<file path="src/rtl/core/grid_neighbor_type_counter_macros.svh">
// Assertion macros shared by the grid neighbor counter RTL.
// Each macro expects clk and rst in scope; no other dependencies.
`ifndef GRID_NEIGHBOR_TYPE_COUNTER_MACROS_SVH
`define GRID_NEIGHBOR_TYPE_COUNTER_MACROS_SVH

// Same-cycle implication, checked out of reset.
`define GNTC_ASSERT_IMP(lbl, ante, cons, msg) \
  lbl: assert property (@(posedge clk) disable iff (rst) (ante) |-> (cons)) else $error(msg);

// Next-cycle implication, checked out of reset.
`define GNTC_ASSERT_NXT(lbl, ante, cons, msg) \
  lbl: assert property (@(posedge clk) disable iff (rst) (ante) |=> (cons)) else $error(msg);

`endif

</file>
<file path="src/rtl/core/gntc_pkg.sv">
// Shared types, constants and offset tables for the grid neighbor counter.
// No dependencies; imported by every module of the block.
package gntc_pkg;

  localparam int MAX_ROWS   = 64;
  localparam int MAX_COLS   = 64;
  localparam int ROW_W      = 6;
  localparam int COL_W      = 6;
  localparam int SIZE_W     = 7;
  localparam int TYPE_W     = 2;
  localparam int CNT_W      = 4;
  localparam int ADDR_W     = ROW_W + COL_W;
  localparam int MEM_DEPTH  = MAX_ROWS * MAX_COLS;
  localparam int NBR_W      = 3;
  localparam int S_TDATA_W  = 16;
  localparam int M_TDATA_W  = 24;
  localparam int CFG_IDX_W  = 2;
  localparam int CFG_DATA_W = 7;
  localparam int QUEUE_DEPTH = 2;
  localparam int QPTR_W     = $clog2(QUEUE_DEPTH);
  localparam int QCNT_W     = $clog2(QUEUE_DEPTH + 1);

  localparam logic [CFG_IDX_W-1:0] CFG_ROW_COUNT     = 2'd0;
  localparam logic [CFG_IDX_W-1:0] CFG_COL_COUNT     = 2'd1;
  localparam logic [CFG_IDX_W-1:0] CFG_BOUNDARY_MODE = 2'd2;
  localparam logic [CFG_IDX_W-1:0] CFG_MOORE_MODE    = 2'd3;

  localparam logic [1:0] BND_NONE   = 2'd0;
  localparam logic [1:0] BND_CLOSED = 2'd1;
  localparam logic [1:0] BND_TORUS  = 2'd2;

  localparam logic KIND_WRITE = 1'b0;
  localparam logic KIND_QUERY = 1'b1;

  localparam logic [TYPE_W-1:0] CELL_EMPTY = 2'd0;

  localparam logic [SIZE_W-1:0] ROWS_RESET = 7'd64;
  localparam logic [SIZE_W-1:0] COLS_RESET = 7'd64;

  typedef enum logic [1:0] {
    OP_WRITE,
    OP_QUERY_ZERO,
    OP_QUERY_SCAN
  } cmd_op_t;

  typedef struct packed {
    cmd_op_t            op;
    logic [ROW_W-1:0]   row;
    logic [COL_W-1:0]   col;
    logic [TYPE_W-1:0]  cell_type;
  } cmd_t;

  typedef struct packed {
    logic [SIZE_W-1:0] rows;
    logic [SIZE_W-1:0] cols;
    logic              wrap;
    logic              moore;
  } cfg_t;

  typedef enum logic [1:0] {
    DIR_MINUS,
    DIR_ZERO,
    DIR_PLUS
  } dir_t;

  typedef enum logic [2:0] {
    B_CLEAR,
    B_IDLE,
    B_SCAN,
    B_FLUSH,
    B_DONE
  } back_state_t;

  // Neighbor offsets: four orthogonal first, then the diagonals.
  localparam dir_t OFF_R [8] = '{DIR_MINUS, DIR_PLUS, DIR_ZERO, DIR_ZERO,
                                 DIR_MINUS, DIR_MINUS, DIR_PLUS, DIR_PLUS};
  localparam dir_t OFF_C [8] = '{DIR_ZERO, DIR_ZERO, DIR_MINUS, DIR_PLUS,
                                 DIR_MINUS, DIR_PLUS, DIR_MINUS, DIR_PLUS};

  // Zero reads as one, anything above the limit saturates.
  function automatic logic [SIZE_W-1:0] clamp_size(input logic [SIZE_W-1:0] v,
                                                   input logic [SIZE_W-1:0] lim);
    logic [SIZE_W-1:0] res;
    res = v;
    if (v == '0) res = SIZE_W'(1);
    else if (v > lim) res = lim;
    return res;
  endfunction

endpackage

</file>
<file path="src/rtl/core/gntc_queue.sv">
// Short command queue between the front end and the back end.
// Depends on gntc_pkg for the command type and depth.
module gntc_queue (
  input  logic           clk,
  input  logic           rst,
  input  logic           push,
  input  gntc_pkg::cmd_t push_cmd,
  output logic           full,
  input  logic           pop,
  output logic           empty,
  output gntc_pkg::cmd_t head
);
  import gntc_pkg::*;

  cmd_t              entries [QUEUE_DEPTH];
  logic [QPTR_W-1:0] wr_ptr;
  logic [QPTR_W-1:0] rd_ptr;
  logic [QCNT_W-1:0] fill;

  assign full  = (fill == QCNT_W'(QUEUE_DEPTH));
  assign empty = (fill == '0);
  assign head  = entries[rd_ptr];

  always_ff @(posedge clk) begin
    if (push) entries[wr_ptr] <= push_cmd;
  end

  always_ff @(posedge clk) begin
    if (rst) begin
      wr_ptr <= '0;
      rd_ptr <= '0;
      fill   <= '0;
    end else begin
      if (push) wr_ptr <= (wr_ptr == QPTR_W'(QUEUE_DEPTH - 1)) ? '0 : wr_ptr + 1'b1;
      if (pop)  rd_ptr <= (rd_ptr == QPTR_W'(QUEUE_DEPTH - 1)) ? '0 : rd_ptr + 1'b1;
      if (push && !pop)      fill <= fill + 1'b1;
      else if (pop && !push) fill <= fill - 1'b1;
    end
  end

endmodule

</file>
<file path="config.mk">
export PLATFORM = sky130hd
export DESIGN_NAME = gntc_queue
export DESIGN_NICKNAME = d
export VERILOG_FILES = /design/src/rtl/core/grid_neighbor_type_counter_macros.svh /design/src/rtl/core/gntc_pkg.sv /design/src/rtl/core/gntc_queue.sv
export SDC_FILE = /design/constraint.sdc
export NUM_CORES = 1
export LEC_CHECK = 0
export BUFFER_PORTS_ARGS = -buffer_cell sky130_fd_sc_hd__buf_2
export CAP_MARGIN = 30
export CORE_AREA = 5 5 74 49
export DETAILED_ROUTE_END_ITERATION = 6
export DIE_AREA = 0 0 79 54
export MAX_ROUTING_LAYER = met4
export PLACE_DENSITY = 0.7
export SYNTH_ARGS = -nofsm -noshare
export SYNTH_HDL_FRONTEND = slang
export SYNTH_SLANG_ARGS = --single-unit
</file>
<file path="constraint.sdc">
create_clock -name clk -period 1.8 [get_ports clk]
set_input_delay 0.18 -clock clk [delete_from_list [all_inputs] [get_ports clk]]
set_output_delay 0.18 -clock clk [all_outputs]
set_load 0.005 [all_outputs]
</file>
==> results.yml <==
clock_network:
  clock_latency_ps: 270
  clock-sinks: 37
  cts_hold_buf: 0
  cts_setup_buffers: 0
  tritoncts: "built"
  ctsResizeCount: 0
  cts_inserted_buffers: 5
  cts.reportedPaths.clkPinSlew_ps: 70
  htree_levels: 2
  clockBufferDepth: 2
  root_buffer: "clkbuf_8"
drt:
  viasPerCell: 4.68
  drc: 0
  avgRoutedWirePerCell_um: 14.4
  drt-initial-drc-count: 47
  routed_wl_um: 2260
  vias: 735
  drtPass1Iterations: 4
  antenna_left: 0
place:
  placedCellCount: 149
  io_buffers: 37
  hpwl_um: 1690
  gp_congestion: 0.753
  post-place-ws_ps: 597
worst_setup_path:
  max_stage_delay_ps: 350
  crit_chain: "buf_4 -> mux2_2 -> buf_2"
  critPathKind: "flop to output pin"
  r2r_start: "fill[0]$_SDFFE_PP0P_"
  crit_fanout: 8
  cp.buffers_inverters: 2
  crit_slowest_cell: "mux2_2"
  required_ps: 1620
  cp-start-kind: "flop"
  end_kind: "output pin"
  r2r_setup_slack_ps: 770
  path_delay_family: "multiplexers"
  worstPathArrival_ps: 1260
yosys:
  yosys_warnings: 0
  synth_area_um2: 1360
  yosys.area.top_type: "edfxtp_1"
  syn_area_per_cell_um2: 18.9
  ys_types: 16
  ys_ff_latch: 37
  synthesis.instances: 72
  synth.area.top_cells: "edfxtp_1 (71%), mux2_2 (13%), dfxtp_1 (7.4%)"
  netlist.area_leader.share: 0.706
  synth_nets: 93
  ys_seq_area_frac: 0.779
timing:
  finalSetupViolations: 0
  period_share: 0.798
  whs_ps: 89.4
  rsz0062_at_grt: "false"
  slew-limit-headroom: 0.865
  worst_pin_slew_ps: 202
  hold_viol: 0
  skew_ps: 7.60
  finalSetupTns_ps: 0
  fin_ws_ps: 363
  fin_crit_ps: 1440
  fmax_mhz: 696
  drv_slew: 0
power:
  ir_drop_uv: 667
  power.density_nw_per_um2: 1030
  p_leak_uw: 0.000674
cells_and_area:
  fin_nets: 141
  drive_gt1_frac: 0.545
  n_antenna_cell: 0
  area_growth_pct: 25.3
  final_cells: 157
grt:
  gr-usage-met3: 0.0468
  grt_antenna_before_repair: 0
  track_usage: 0.125
  grt_max_degree: 12
  grt_pass1_wl_um: 3710
  grt_use_met1: 0.149
  grtUsageMet2: 0.194
  top_usage_layer: "met2"
  grt_pass1_vias: 822
  overflow: 0
floorplanning:
  die_w_um: 79
  core-area_um2: 2980
  io_pins: 38
  placementRows: 16
  fp.dieH_um: 54
  initial_core_util: 0.456
  dieArea_um2: 4270
min_path:
  min_from: "push_cmd[8]"
  hold_class: "input port to flop"
flow_run:
  drv_cap: 0
run_status:
  status: "complete, no violations"
-- area by class of cell --
type,instances,area (um2)
Clock buffer,7,76.3
Clock inverter,1,5.00
Fill cell,250,1280
Inverter,1,3.75
Multi-Input combinational cell,32,284
Tap cell,36,45.0
Sequential cell,37,1060
Timing Repair Buffer,43,230
-- state kept, by name, indices dropped and copies added, names as in the netlist, named ones only --
register	count
rd_ptr	1
wr_ptr	1
fill	2
entries	32
-- per-stage QoR --
step            util  cell area (um2)  power [uW]
5_1_grt        0.572             1710        1850
6_report       0.572             1710        1750
4_1_cts        0.572             1710        1780
3_3_place_gp   0.544             1620        1240
2_1_floorplan      -             1360        1140
3_5_place_dp   0.544             1620        1250
-- report_power, final --
group / switching [uW] / total (uW) / internal (uW) / leakage (uW)
Combinational: 95.9 / 214 / 118 / 0.000289
Sequential: 19.5 / 1010 / 995 / 0.000342
Clock: 254 / 526 / 271 / 0.0000422
-- worst paths after layout --
check,end,depth (start not counted)
setup / recovery,head[15],3
hold / removal,entries[0][8]$_DFFE_PP_,1
setup reg to reg,fill[1]$_SDFFE_PP0P_,3
hold reg to reg,fill[1]$_SDFFE_PP0P_,2
-- logic make-up (layout without fill, tap and decap cells) --
| group | after synthesis | count (layout) | share of synthesized area |
|---|---|---|---|
| compound gates | 2 | 2 | 0.00735 |
| xor+xnor | 4 | 4 | 0.0257 |
| fa+ha+maj | 1 | 1 | 0.00919 |
| buf+inv | 3 | 52 | 0.0119 |
| flops | 37 | 37 | 0.779 |
| mux | 16 | 16 | 0.132 |
| simple gates | 9 | 9 | 0.0340 |
-- synthesized netlist by cell type --
cell type,instances
dfxtp_1,5
and2_1,1
xor2_1,2
nor2b_1,1
a21oi_1,1
o21ai_0,1
or3_1,1
buf_4,1
inv_1,1
edfxtp_1,32
mux2_2,16
nor2_1,5
ha_1,1
and2b_2,1
xnor2_1,2
buf_2,1
-- placed cells by master (no fill, tap or decap), drive strengths merged --
cell	count
a21oi	1
and2	1
and2b	1
buf	43
clkbuf	7
clkinv	1
dfxtp	5
edfxtp	32
ha	1
inv	1
mux2	16
nor2	5
nor2b	1
o21ai	1
or3	1
xnor2	2
xor2	2
-- per-layer routing --
metal,up-vias,part of all wire
li1,360,-
met1,348,0.47
met2,22,0.46
met3,5,0.048
met4,0,0.013
met5,-,0
No activity file was read; power rests on OpenSTA's default activity.
