**src/rtl/core/grid_neighbor_type_counter_macros.svh**
```systemverilog
// Assertion macros shared by the grid neighbor counter RTL.
// Each macro expects clk and rst in scope; no other dependencies.
`ifndef GRID_NEIGHBOR_TYPE_COUNTER_MACROS_SVH
`define GRID_NEIGHBOR_TYPE_COUNTER_MACROS_SVH

// Same-cycle implication, checked out of reset.
`define GNTC_ASSERT_IMP(lbl, ante, cons, msg) \
  lbl: assert property (@(posedge clk) disable iff (rst) (ante) |-> (cons)) else $error(msg);

// Next-cycle implication, checked out of reset.
`define GNTC_ASSERT_NXT(lbl, ante, cons, msg) \
  lbl: assert property (@(posedge clk) disable iff (rst) (ante) |=> (cons)) else $error(msg);

`endif

```
**src/rtl/core/gntc_pkg.sv**
```systemverilog
// Shared types, constants and offset tables for the grid neighbor counter.
// No dependencies; imported by every module of the block.
package gntc_pkg;

  localparam int MAX_ROWS   = 64;
  localparam int MAX_COLS   = 64;
  localparam int ROW_W      = 6;
  localparam int COL_W      = 6;
  localparam int SIZE_W     = 7;
  localparam int TYPE_W     = 2;
  localparam int CNT_W      = 4;
  localparam int ADDR_W     = ROW_W + COL_W;
  localparam int MEM_DEPTH  = MAX_ROWS * MAX_COLS;
  localparam int NBR_W      = 3;
  localparam int S_TDATA_W  = 16;
  localparam int M_TDATA_W  = 24;
  localparam int CFG_IDX_W  = 2;
  localparam int CFG_DATA_W = 7;
  localparam int QUEUE_DEPTH = 2;
  localparam int QPTR_W     = $clog2(QUEUE_DEPTH);
  localparam int QCNT_W     = $clog2(QUEUE_DEPTH + 1);

  localparam logic [CFG_IDX_W-1:0] CFG_ROW_COUNT     = 2'd0;
  localparam logic [CFG_IDX_W-1:0] CFG_COL_COUNT     = 2'd1;
  localparam logic [CFG_IDX_W-1:0] CFG_BOUNDARY_MODE = 2'd2;
  localparam logic [CFG_IDX_W-1:0] CFG_MOORE_MODE    = 2'd3;

  localparam logic [1:0] BND_NONE   = 2'd0;
  localparam logic [1:0] BND_CLOSED = 2'd1;
  localparam logic [1:0] BND_TORUS  = 2'd2;

  localparam logic KIND_WRITE = 1'b0;
  localparam logic KIND_QUERY = 1'b1;

  localparam logic [TYPE_W-1:0] CELL_EMPTY = 2'd0;

  localparam logic [SIZE_W-1:0] ROWS_RESET = 7'd64;
  localparam logic [SIZE_W-1:0] COLS_RESET = 7'd64;

  typedef enum logic [1:0] {
    OP_WRITE,
    OP_QUERY_ZERO,
    OP_QUERY_SCAN
  } cmd_op_t;

  typedef struct packed {
    cmd_op_t            op;
    logic [ROW_W-1:0]   row;
    logic [COL_W-1:0]   col;
    logic [TYPE_W-1:0]  cell_type;
  } cmd_t;

  typedef struct packed {
    logic [SIZE_W-1:0] rows;
    logic [SIZE_W-1:0] cols;
    logic              wrap;
    logic              moore;
  } cfg_t;

  typedef enum logic [1:0] {
    DIR_MINUS,
    DIR_ZERO,
    DIR_PLUS
  } dir_t;

  typedef enum logic [2:0] {
    B_CLEAR,
    B_IDLE,
    B_SCAN,
    B_FLUSH,
    B_DONE
  } back_state_t;

  // Neighbor offsets: four orthogonal first, then the diagonals.
  localparam dir_t OFF_R [8] = '{DIR_MINUS, DIR_PLUS, DIR_ZERO, DIR_ZERO,
                                 DIR_MINUS, DIR_MINUS, DIR_PLUS, DIR_PLUS};
  localparam dir_t OFF_C [8] = '{DIR_ZERO, DIR_ZERO, DIR_MINUS, DIR_PLUS,
                                 DIR_MINUS, DIR_PLUS, DIR_MINUS, DIR_PLUS};

  // Zero reads as one, anything above the limit saturates.
  function automatic logic [SIZE_W-1:0] clamp_size(input logic [SIZE_W-1:0] v,
                                                   input logic [SIZE_W-1:0] lim);
    logic [SIZE_W-1:0] res;
    res = v;
    if (v == '0) res = SIZE_W'(1);
    else if (v > lim) res = lim;
    return res;
  endfunction

endpackage

```
**src/rtl/core/gntc_front.sv**
```systemverilog
// Front end: configuration registers, input accept and item classification.
// Depends on gntc_pkg; feeds gntc_queue and exports the clamped configuration.
module gntc_front (
  input  logic                             clk,
  input  logic                             rst,
  input  logic                             s_tvalid,
  output logic                             s_tready,
  input  logic [gntc_pkg::S_TDATA_W-1:0]   s_tdata,   // row[5:0], col[11:6], cell_type[13:12]
  input  logic                             s_tuser,   // kind
  input  logic                             cfg_valid,
  output logic                             cfg_ready,
  input  logic [gntc_pkg::CFG_IDX_W-1:0]   cfg_index,
  input  logic [gntc_pkg::CFG_DATA_W-1:0]  cfg_data,
  input  logic                             accept_en,
  input  logic                             q_full,
  output logic                             push,
  output gntc_pkg::cmd_t                   push_cmd,
  output gntc_pkg::cfg_t                   cfg
);
  import gntc_pkg::*;

  logic [SIZE_W-1:0] row_count;
  logic [SIZE_W-1:0] col_count;
  logic [1:0]        boundary_mode;
  logic              moore_mode;

  logic [ROW_W-1:0]  in_row;
  logic [COL_W-1:0]  in_col;
  logic              in_grid;
  logic              beat;

  assign cfg_ready = 1'b1;

  always_ff @(posedge clk) begin
    if (rst) begin
      row_count     <= ROWS_RESET;
      col_count     <= COLS_RESET;
      boundary_mode <= BND_CLOSED;
      moore_mode    <= 1'b0;
    end else if (cfg_valid) begin
      unique case (cfg_index)
        CFG_ROW_COUNT:     row_count     <= cfg_data;
        CFG_COL_COUNT:     col_count     <= cfg_data;
        CFG_BOUNDARY_MODE: boundary_mode <= cfg_data[1:0];
        CFG_MOORE_MODE:    moore_mode    <= cfg_data[0];
        default: ;
      endcase
    end
  end

  assign cfg.rows  = clamp_size(row_count, SIZE_W'(MAX_ROWS));
  assign cfg.cols  = clamp_size(col_count, SIZE_W'(MAX_COLS));
  assign cfg.wrap  = (boundary_mode == BND_TORUS);
  assign cfg.moore = moore_mode;

  assign in_row   = s_tdata[ROW_W-1:0];
  assign in_col   = s_tdata[ROW_W +: COL_W];
  assign in_grid  = ({1'b0, in_row} < cfg.rows) && ({1'b0, in_col} < cfg.cols);
  assign s_tready = accept_en && !q_full;
  assign beat     = s_tvalid && s_tready;

  always_comb begin
    push_cmd.row       = in_row;
    push_cmd.col       = in_col;
    push_cmd.cell_type = s_tdata[ROW_W+COL_W +: TYPE_W];
    if (s_tuser == KIND_WRITE) begin
      push_cmd.op = OP_WRITE;
    end else if (in_grid && (boundary_mode == BND_CLOSED || boundary_mode == BND_TORUS)) begin
      push_cmd.op = OP_QUERY_SCAN;
    end else begin
      push_cmd.op = OP_QUERY_ZERO;
    end
    // Drop writes that land outside the grid in use.
    push = beat && !(s_tuser == KIND_WRITE && !in_grid);
  end

endmodule

```
**config.mk**
```make
export PLATFORM = sky130hd
export DESIGN_NAME = gntc_front
export DESIGN_NICKNAME = d
export VERILOG_FILES = /design/src/rtl/core/grid_neighbor_type_counter_macros.svh /design/src/rtl/core/gntc_pkg.sv /design/src/rtl/core/gntc_front.sv
export SDC_FILE = /design/constraint.sdc
export NUM_CORES = 1
export LEC_CHECK = 0
export BUFFER_PORTS_ARGS = -buffer_cell sky130_fd_sc_hd__buf_2
export CAP_MARGIN = 20
export CORE_MARGIN = 3
export CORE_UTILIZATION = 38
export CTS_BUF_LIST = sky130_fd_sc_hd__clkbuf_8
export DETAILED_ROUTE_END_ITERATION = 7
export PLACE_DENSITY = 0.67
export SYNTH_ARGS = -nofsm -noshare
export SYNTH_HDL_FRONTEND = slang
export SYNTH_SLANG_ARGS = --single-unit
```
**constraint.sdc**
```tcl
create_clock -name clk -period 4.8 [get_ports clk]
set_input_delay 0.72 -clock clk [delete_from_list [all_inputs] [get_ports clk]]
set_output_delay 0.72 -clock clk [all_outputs]
set_load 0.02 [all_outputs]
```
==> results of run 1 <==
## report_power, final
| group | total [uW] | internal [uW] | switching (uW) |
|---|---|---|---|
| logic | 76.7 | 34.1 | 42.6 |
| registers | 151 | 146 | 5.01 |
| clock network | 101 | 56.6 | 44.5 |
## worst max-delay path, cell delays in order (launching register included)
cell and delay (ns):
dfxtp_1 0.47, nand2b_1 0.18, ha_1 0.25, a211o_1 0.25, or3_1 0.33, a21oi_2 0.19, and3_1 0.16, buf_2 0.15
## path summary, 6_finish.rpt
path,start,to,depth (start not counted)
worst max register to register,row_count[6]$_SDFFE_PP1P_,row_count[6]$_SDFFE_PP1P_,2
worst min register to register,row_count[0]$_SDFFE_PP0P_,row_count[0]$_SDFFE_PP0P_,2
worst min-delay path,row_count[0]$_SDFFE_PP0P_,row_count[0]$_SDFFE_PP0P_,2
worst max-delay path,row_count[6]$_SDFFE_PP1P_,push_cmd[15],7
## layout make-up
class	instances	area [sq um]
clock buffers	3	41.3
clock inverters	1	3.75
fillers	302	1440
inverters	15	56.3
multi-input cells	92	662
flip-flops and latches	17	340
well taps	42	52.6
repair buffers	60	303
## through the flow
step	utilization	instance area, sq um	total power [uW]	hold slack (ns)
finish	0.503	1460	329	0.497
global route	0.503	1460	350	0.552
CTS	0.503	1460	335	0.499
detailed placement	0.487	1410	232	0.481
global placement	0.487	1410	230	0.475
floorplan	-	1220	213	0.461
## flip-flops by register name (all words and copies together), names as in the netlist
signal / flops
moore_mode: 1
col_count: 7
boundary_mode: 2
row_count: 7
## layer usage
metal / routed length, um / up-vias
met5: 0 / -
met4: 0 / 0
met3: 221 / 0
met2: 1260 / 40
met1: 1190 / 502
li1: - / 555
## layout by cell type (no fill, tap or decap)
cell type  Yosys  routed
ha_1          11      11
nand2b_1       9       9
buf_4         16       1
buf_2          1      59
clkbuf_8       0       3
or2b_1         2       2
a21oi_2        1       1
nor2b_1        2       2
a21oi_1        7       7
nor4_1         1       1
a32o_1         1       1
nor2_1        22      22
mux2i_1       13      13
inv_1         15      16
a21boi_0       1       1
conb_1         1       1
o22ai_1        1       1
o2111ai_2      1       1
o21ai_0        2       2
or4_4          1       1
nand3_1        1       1
a211o_1        3       3
nor3b_1        1       1
nand2_1        2       2
nand3b_1       2       2
nand4b_1       2       2
or3_1          1       1
and3_1         1       1
a21o_1         3       3
dfxtp_1       17      17
## logic make-up after synthesis
family | synth area share
AOI/OAI and AO/OA | 0.116
adders and majority gates | 0.113
buffers and inverters | 0.178
DFF | 0.279
muxes | 0.107
other | 0.00308
and+or+nand+nor | 0.204
==> results.rst, run 1 <==
.. list-table::
   :header-rows: 1

   * - Metric
     - Value
   * - DR pass1 iterations
     - 2
   * - Cell area after synthesis
     - ~1200 sq um
   * - Max-capacitance violation count
     - 0
   * - Placement Setup Slack
     - about 1.9 ns
   * - Std-Cell Rows
     - 19
   * - Synth Flop Type
     - dfxtp_1
   * - Antenna Diode Count
     - 0
   * - Die span in y
     - between 60 and 70 um
   * - Outcome
     - complete, no violations
   * - Leading cell types by count after synthesis
     - nor2_1 (22), dfxtp_1 (17), buf_4 (16)
   * - Vias in the first global route
     - 1050
   * - Worst Setup Start Kind
     - register
   * - NumNets Final
     - ~230
   * - Synthesized flop and latch total
     - 17
   * - Initial Util
     - 0.420
   * - Arrival time reported for the critical path endpoint
     - around 2.2 ns
   * - Overall global routing resource usage
     - 0.138
   * - CTS H-Tree Depth
     - 1
   * - Hold violation total from the final report
     - 0
   * - DIE AREA
     - slightly below 4000 sq um
   * - Total gr overflow
     - 0
   * - Crit path setup slack, layout
     - 1.86 ns
   * - Port-buffer cells
     - 59
   * - Met3 Track Usage GR
     - 0.0522
   * - Layout Cells excl Fill
     - 230
   * - Minimum clock period after layout
     - 2.94 ns
   * - Max-slew violation total from the final report
     - 0
   * - Cell count after placement
     - around 230
   * - Antenna violations before repair
     - 0
   * - Setup slack on the worst flop-to-flop path
     - a little under 4 ns
   * - Largest net degree at the start of global routing
     - 18
   * - Cell taking the most area after synthesis
     - dfxtp_1
   * - Gpl congestion
     - 0.685
   * - Resize count post-CTS
     - 0
   * - Synthesized Nets
     - between 150 and 200
   * - Setup repair after global routing missed its margin
     - no
   * - Remaining antenna violation count
     - 0
   * - Clock buffers created by TritonCTS
     - 3
   * - Standard cell core area
     - 2900 sq um
   * - Element type at the critical path end
     - primary output
   * - Total routed wirelength
     - between 2 and 3 mm
   * - First-pass GRT wire length
     - between 4 and 5 mm
   * - Clock-pin slew reported for the worst setup and hold paths after clock tree synthesis
     - ~0.060 ns
   * - Path type of the worst setup path
     - reg -> out
   * - Critical path fanouts, max
     - 11
   * - Die X-Extent
     - 62.6 um
   * - Path category of the worst min-delay check
     - reg -> reg
   * - Async SR Flop Fraction
     - 0
   * - Number of enable-type register cells in the synthesized netlist
     - 0
   * - Total number of vias
     - 1097
   * - Max rail drop VDD
     - ~0.28 mV
   * - Accumulated negative setup slack
     - 0 ns
   * - Ranking of synthesized cells by area
     - dfxtp_1 (28%), ha_1 (11%), mux2i_1 (11%), buf_4 (9.9%), nor2_1 (6.8%)
   * - Post CTS Setup Buffer Count
     - 0
   * - DRC violations left
     - 0
   * - Worst-Skew Late Latency
     - 0.24 ns
   * - Final routed wire length divided by cell count
     - 11.6 um
   * - Detail-routed via count per cell
     - roughly 4.8
   * - Count leader, synth
     - nor2_1
   * - Layer with the highest usage after global routing
     - met2
   * - Share of the cycle needed by the critical path after routing
     - 0.613
   * - CTS tree
     - done
   * - Fraction of the yosys area taken by sequential cells
     - 0.279
   * - Top-level I/O count
     - between 60 and 70
   * - DRC violation total after the first TritonRoute iteration
     - 24
   * - P_leak
     - 0.000844 uW
   * - Buffer depth of the longest clock path
     - 2
   * - Share of final-layout standard cells stronger than drive strength 1
     - 0.351
   * - Hold bufs inserted after CTS
     - 0
   * - Post-synthesis cell count
     - between 100 and 150
   * - Pwr per Cell Area
     - roughly 230 nW/um^2
   * - Sinks on Clock Net
     - 17
   * - Unique cell type count in the Yosys netlist
     - 32
   * - Required arrival time at the worst endpoint
     - between 4 and 5 ns
   * - M1 GR Usage
     - 0.152
   * - Setup violators final
     - 0
   * - Fin Clk Skew
     - 0 ns
   * - Synthesis warning total
     - 0
   * - Relative area change from synthesis to final layout
     - 19.7%
   * - Post-synthesis average cell area
     - a little over 8 sq um
   * - Met2 Resource Use GR
     - 0.257
   * - Cell at the root of the clock tree
     - clkbuf_8
   * - Area share of the largest cell type after synthesis
     - 0.279
   * - Max frequency
     - approximately 340 MHz
   * - Detailed placement HPWL
     - about 2.3 mm
No activity file was read; power rests on OpenSTA's default activity.
==> run 2, diff against run 1 <==
--- a/config.mk
+++ b/config.mk
@@ -5,6 +5,7 @@
 export SDC_FILE = /design/constraint.sdc
 export NUM_CORES = 1
 export LEC_CHECK = 0
+export ABC_AREA = 1
 export BUFFER_PORTS_ARGS = -buffer_cell sky130_fd_sc_hd__buf_2
 export CAP_MARGIN = 20
 export CORE_MARGIN = 3
==> constraint.sdc (replaced) <==
create_clock -name clk -period 3.1 [get_ports clk]
set_input_delay 0.465 -clock clk [delete_from_list [all_inputs] [get_ports clk]]
set_output_delay 0.465 -clock clk [all_outputs]
set_load 0.02 [all_outputs]
==> run 2 against run 1 <==
  * Register-to-register slack lost 1.5 ns
  * Core utilization grew 0.73 points
  * Largest cell class unchanged
  * Critical path type unchanged
  * Cell count grew 17%
  * Sequential power is 58% higher
  * Clock power grew 56%
  * Critical path depth up 4
==> results.rst, run 2 <==
.. list-table::
   :header-rows: 1

   * - Metric
     - Value
   * - CTS tree
     - done
   * - Cell taking the most area after synthesis
     - dfxtp_1
   * - Port-buffer cells
     - 59
   * - Hold bufs inserted after CTS
     - 0
   * - Most common cell after layout, fill and taps aside
     - buf_2
   * - Worst hold path stage count
     - 2
   * - Detailed placement HPWL
     - 2.12 mm
   * - NumNets Final
     - 272
   * - Post-synthesis average cell area
     - 6.66 sq um
   * - Required arrival time at the worst endpoint
     - ~2.6 ns
   * - Buffer depth of the longest clock path
     - 2
   * - Post CTS Setup Buffer Count
     - 0
   * - Die X-Extent
     - ~63 um
   * - Max-slew violation total from the final report
     - 0
   * - Synthesized flop and latch total
     - 17
   * - Total number of vias
     - 1182
   * - Standard cell core area
     - between 2000 and 3000 sq um
   * - Die span in y
     - between 60 and 70 um
   * - Post-synthesis cell count
     - around 180
   * - Max frequency
     - around 370 MHz
   * - Top-level I/O count
     - between 60 and 70
   * - Unique cell type count in the Yosys netlist
     - 22
   * - Length of routed met2 wiring
     - roughly 1.1 mm
   * - Relative area change from synthesis to final layout
     - 20.8%
   * - CTS H-Tree Depth
     - 1
   * - Critical path fanouts, max
     - 4
   * - DRC violations left
     - 0
   * - Setup slack on the worst flop-to-flop path
     - between 2 and 2.5 ns
   * - Number of cells traversed by the worst register-to-register path
     - 2
   * - Commonest cells after routing, fill and taps aside
     - buf_2 (59), nand2_1 (33), nor2_1 (33)
   * - Worst Setup Start Kind
     - register
   * - Gpl congestion
     - roughly 0.74
   * - Hold violation total from the final report
     - 0
   * - Endpoint with the worst hold slack
     - moore_mode$_SDFFE_PP0P_
   * - Clock buffers created by TritonCTS
     - 3
   * - Element type at the critical path end
     - primary output
   * - Share of final-layout standard cells stronger than drive strength 1
     - 0.316
   * - Clock-pin slew reported for the worst setup and hold paths after clock tree synthesis
     - 0.06 ns
   * - Top layer reached by signal wires
     - met4
   * - Max rail drop VDD
     - 0.391 mV
   * - R2r endpoint
     - row_count[6]$_SDFFE_PP1P_
   * - Vias in the first global route
     - ~1100
   * - Pwr per Cell Area
     - roughly 360 nW/um^2
   * - Largest net degree at the start of global routing
     - 18
   * - Fraction of the yosys area taken by sequential cells
     - 0.278
   * - Arrival time reported for the critical path endpoint
     - 2.23 ns
   * - Slowest cell on the critical path
     - dfxtp_1
   * - Path type of the worst setup path
     - reg -> out
   * - Final routed wire length divided by cell count
     - around 9.6 um
   * - Overall global routing resource usage
     - 0.137
   * - Setup violators final
     - 0
   * - Std-Cell Rows
     - 19
   * - Accumulated negative setup slack
     - 0 ns
   * - Max-capacitance violation count
     - 0
   * - Leading cell types by count after synthesis
     - nand2_1 (33), nor2_1 (33), inv_1 (26)
   * - Outcome
     - complete, no violations
   * - Core utilization of the finished layout
     - 0.510
   * - Synth Flop Type
     - dfxtp_1
   * - Initial Util
     - 0.422
   * - Sinks on Clock Net
     - 17
   * - Total gr overflow
     - 0
   * - Total Power Consumption
     - roughly 530 uW
   * - Resize count post-CTS
     - 0
   * - Ranking of synthesized cells by area
     - dfxtp_1 (28%), ha_1 (11%), nand2_1 (10%), nor2_1 (10%), buf_4 (9.8%)
   * - Worst reg2reg startpoint
     - row_count[6]$_SDFFE_PP1P_
   * - Setup repair after global routing missed its margin
     - no
   * - Routed length on met1
     - between 1 and 1.5 mm
   * - Synthesis warning total
     - 0
   * - Filler Cell Count
     - 340
   * - Detail-routed via count per cell
     - between 4 and 5
   * - Cell area after synthesis
     - 1220 sq um
   * - First-pass GRT wire length
     - approximately 4.5 mm
   * - Largest registers in the final layout
     - col_count (7), row_count (7), boundary_mode (2)
   * - Placement Setup Slack
     - slightly below 0.7 ns
   * - Synthesized Nets
     - 227
   * - DRC violation total after the first TritonRoute iteration
     - 31
   * - Number of enable-type register cells in the synthesized netlist
     - 0
   * - Crit path setup slack, layout
     - approximately 0.4 ns
   * - Area share of the largest cell type after synthesis
     - 0.278
   * - Start point of the worst min-delay path
     - moore_mode$_SDFFE_PP0P_
   * - Met3 wirelength from detailed routing
     - ~210 um
   * - DR pass1 iterations
     - 4
   * - P_leak
     - 0.000895 uW
   * - Worst path cell trace
     - nor2_1, nand3_1, nand2_1, nand2_1, ha_1, a21oi_1, o21ai_0, a211oi_1, nand4_1, nor2_1, buf_2
   * - DIE AREA
     - just under 4000 sq um
   * - Path category of the worst min-delay check
     - reg -> reg
   * - CP max stage delay
     - around 0.33 ns
   * - Antenna Diode Count
     - 0
   * - Async SR Flop Fraction
     - 0
   * - Antenna violations before repair
     - 0
   * - Minimum clock period after layout
     - 2.69 ns
   * - Cell at the root of the clock tree
     - clkbuf_8
   * - Remaining antenna violation count
     - 0
   * - Total routed wirelength
     - 2.58 mm
   * - Worst-Skew Late Latency
     - between 0.2 and 0.25 ns
   * - Share of the cycle needed by the critical path after routing
     - 0.869
   * - Fin Clk Skew
     - 0 ns
-- run 2: worst max-delay path by stage --
stage	from	slack, ns	endpoint
global placement	col_count[2]$_SDFFE_PP0P_	0.70	push_cmd[15]
global route	col_count[1]$_SDFFE_PP0P_	0.09	push_cmd[15]
floorplan	col_count[2]$_SDFFE_PP0P_	0.81	push
finish	col_count[2]$_SDFFE_PP0P_	0.41	push_cmd[15]
CTS	col_count[2]$_SDFFE_PP0P_	0.42	push_cmd[15]
detailed placement	col_count[2]$_SDFFE_PP0P_	0.69	push_cmd[15]
-- run 2: metal layers --
layer,track usage,vias to the layer above
met1,0.185,490
met4,0.0165,0
met5,0,-
met2,0.222,40
met3,0.0378,2
li1,-,650
-- run 2: final cells by class --
cell class | count | area (sq um) | share of cell area
multi-input cells | 119 | 638 | 0.431
flip-flops and latches | 17 | 340 | 0.230
repair buffers | 59 | 295 | 0.199
inverters | 29 | 109 | 0.0735
well taps | 42 | 52.6 | 0.0355
clock buffers | 3 | 41.3 | 0.0279
clock inverters | 1 | 3.75 | 0.00254
-- run 2: logic make-up after synthesis --
logic type / count (synthesis) / synth area share
simple gates: 79 / 0.280
buf+inv: 48 / 0.201
compound gates: 28 / 0.126
flops: 17 / 0.278
fa+ha+maj: 11 / 0.112
other cells: 1 / 0.00306
-- run 2: per-stage QoR --
stage / area [sq um] / hold WS (ns) / instances
6_report: 1480 / 0.449 / 270
2_1_floorplan: 1220 / 0.424 / 184
3_5_place_dp: 1440 / 0.438 / 266
3_3_place_gp: 1440 / 0.438 / 266
5_1_grt: 1480 / 0.462 / 270
4_1_cts: 1480 / 0.449 / 270
-- run 2: critical path, delay by kind of cell (launching register included) --
kind | cells | cell delay, ns
flip-flops | 1 | 0.33
AO/OA/AOI/OAI | 3 | 0.51
adder cells (fa/ha/maj) | 1 | 0.29
AND/OR/NAND/NOR | 6 | 0.69
buffers and inverters | 1 | 0.16
-- run 2: where the power goes --
part,leakage (uW),total [uW],switching [uW],internal [uW]
clock,0.0000269,158,70.7,87.7
sequential,0.000139,238,7.86,230
combinational,0.000729,136,84.7,51.7
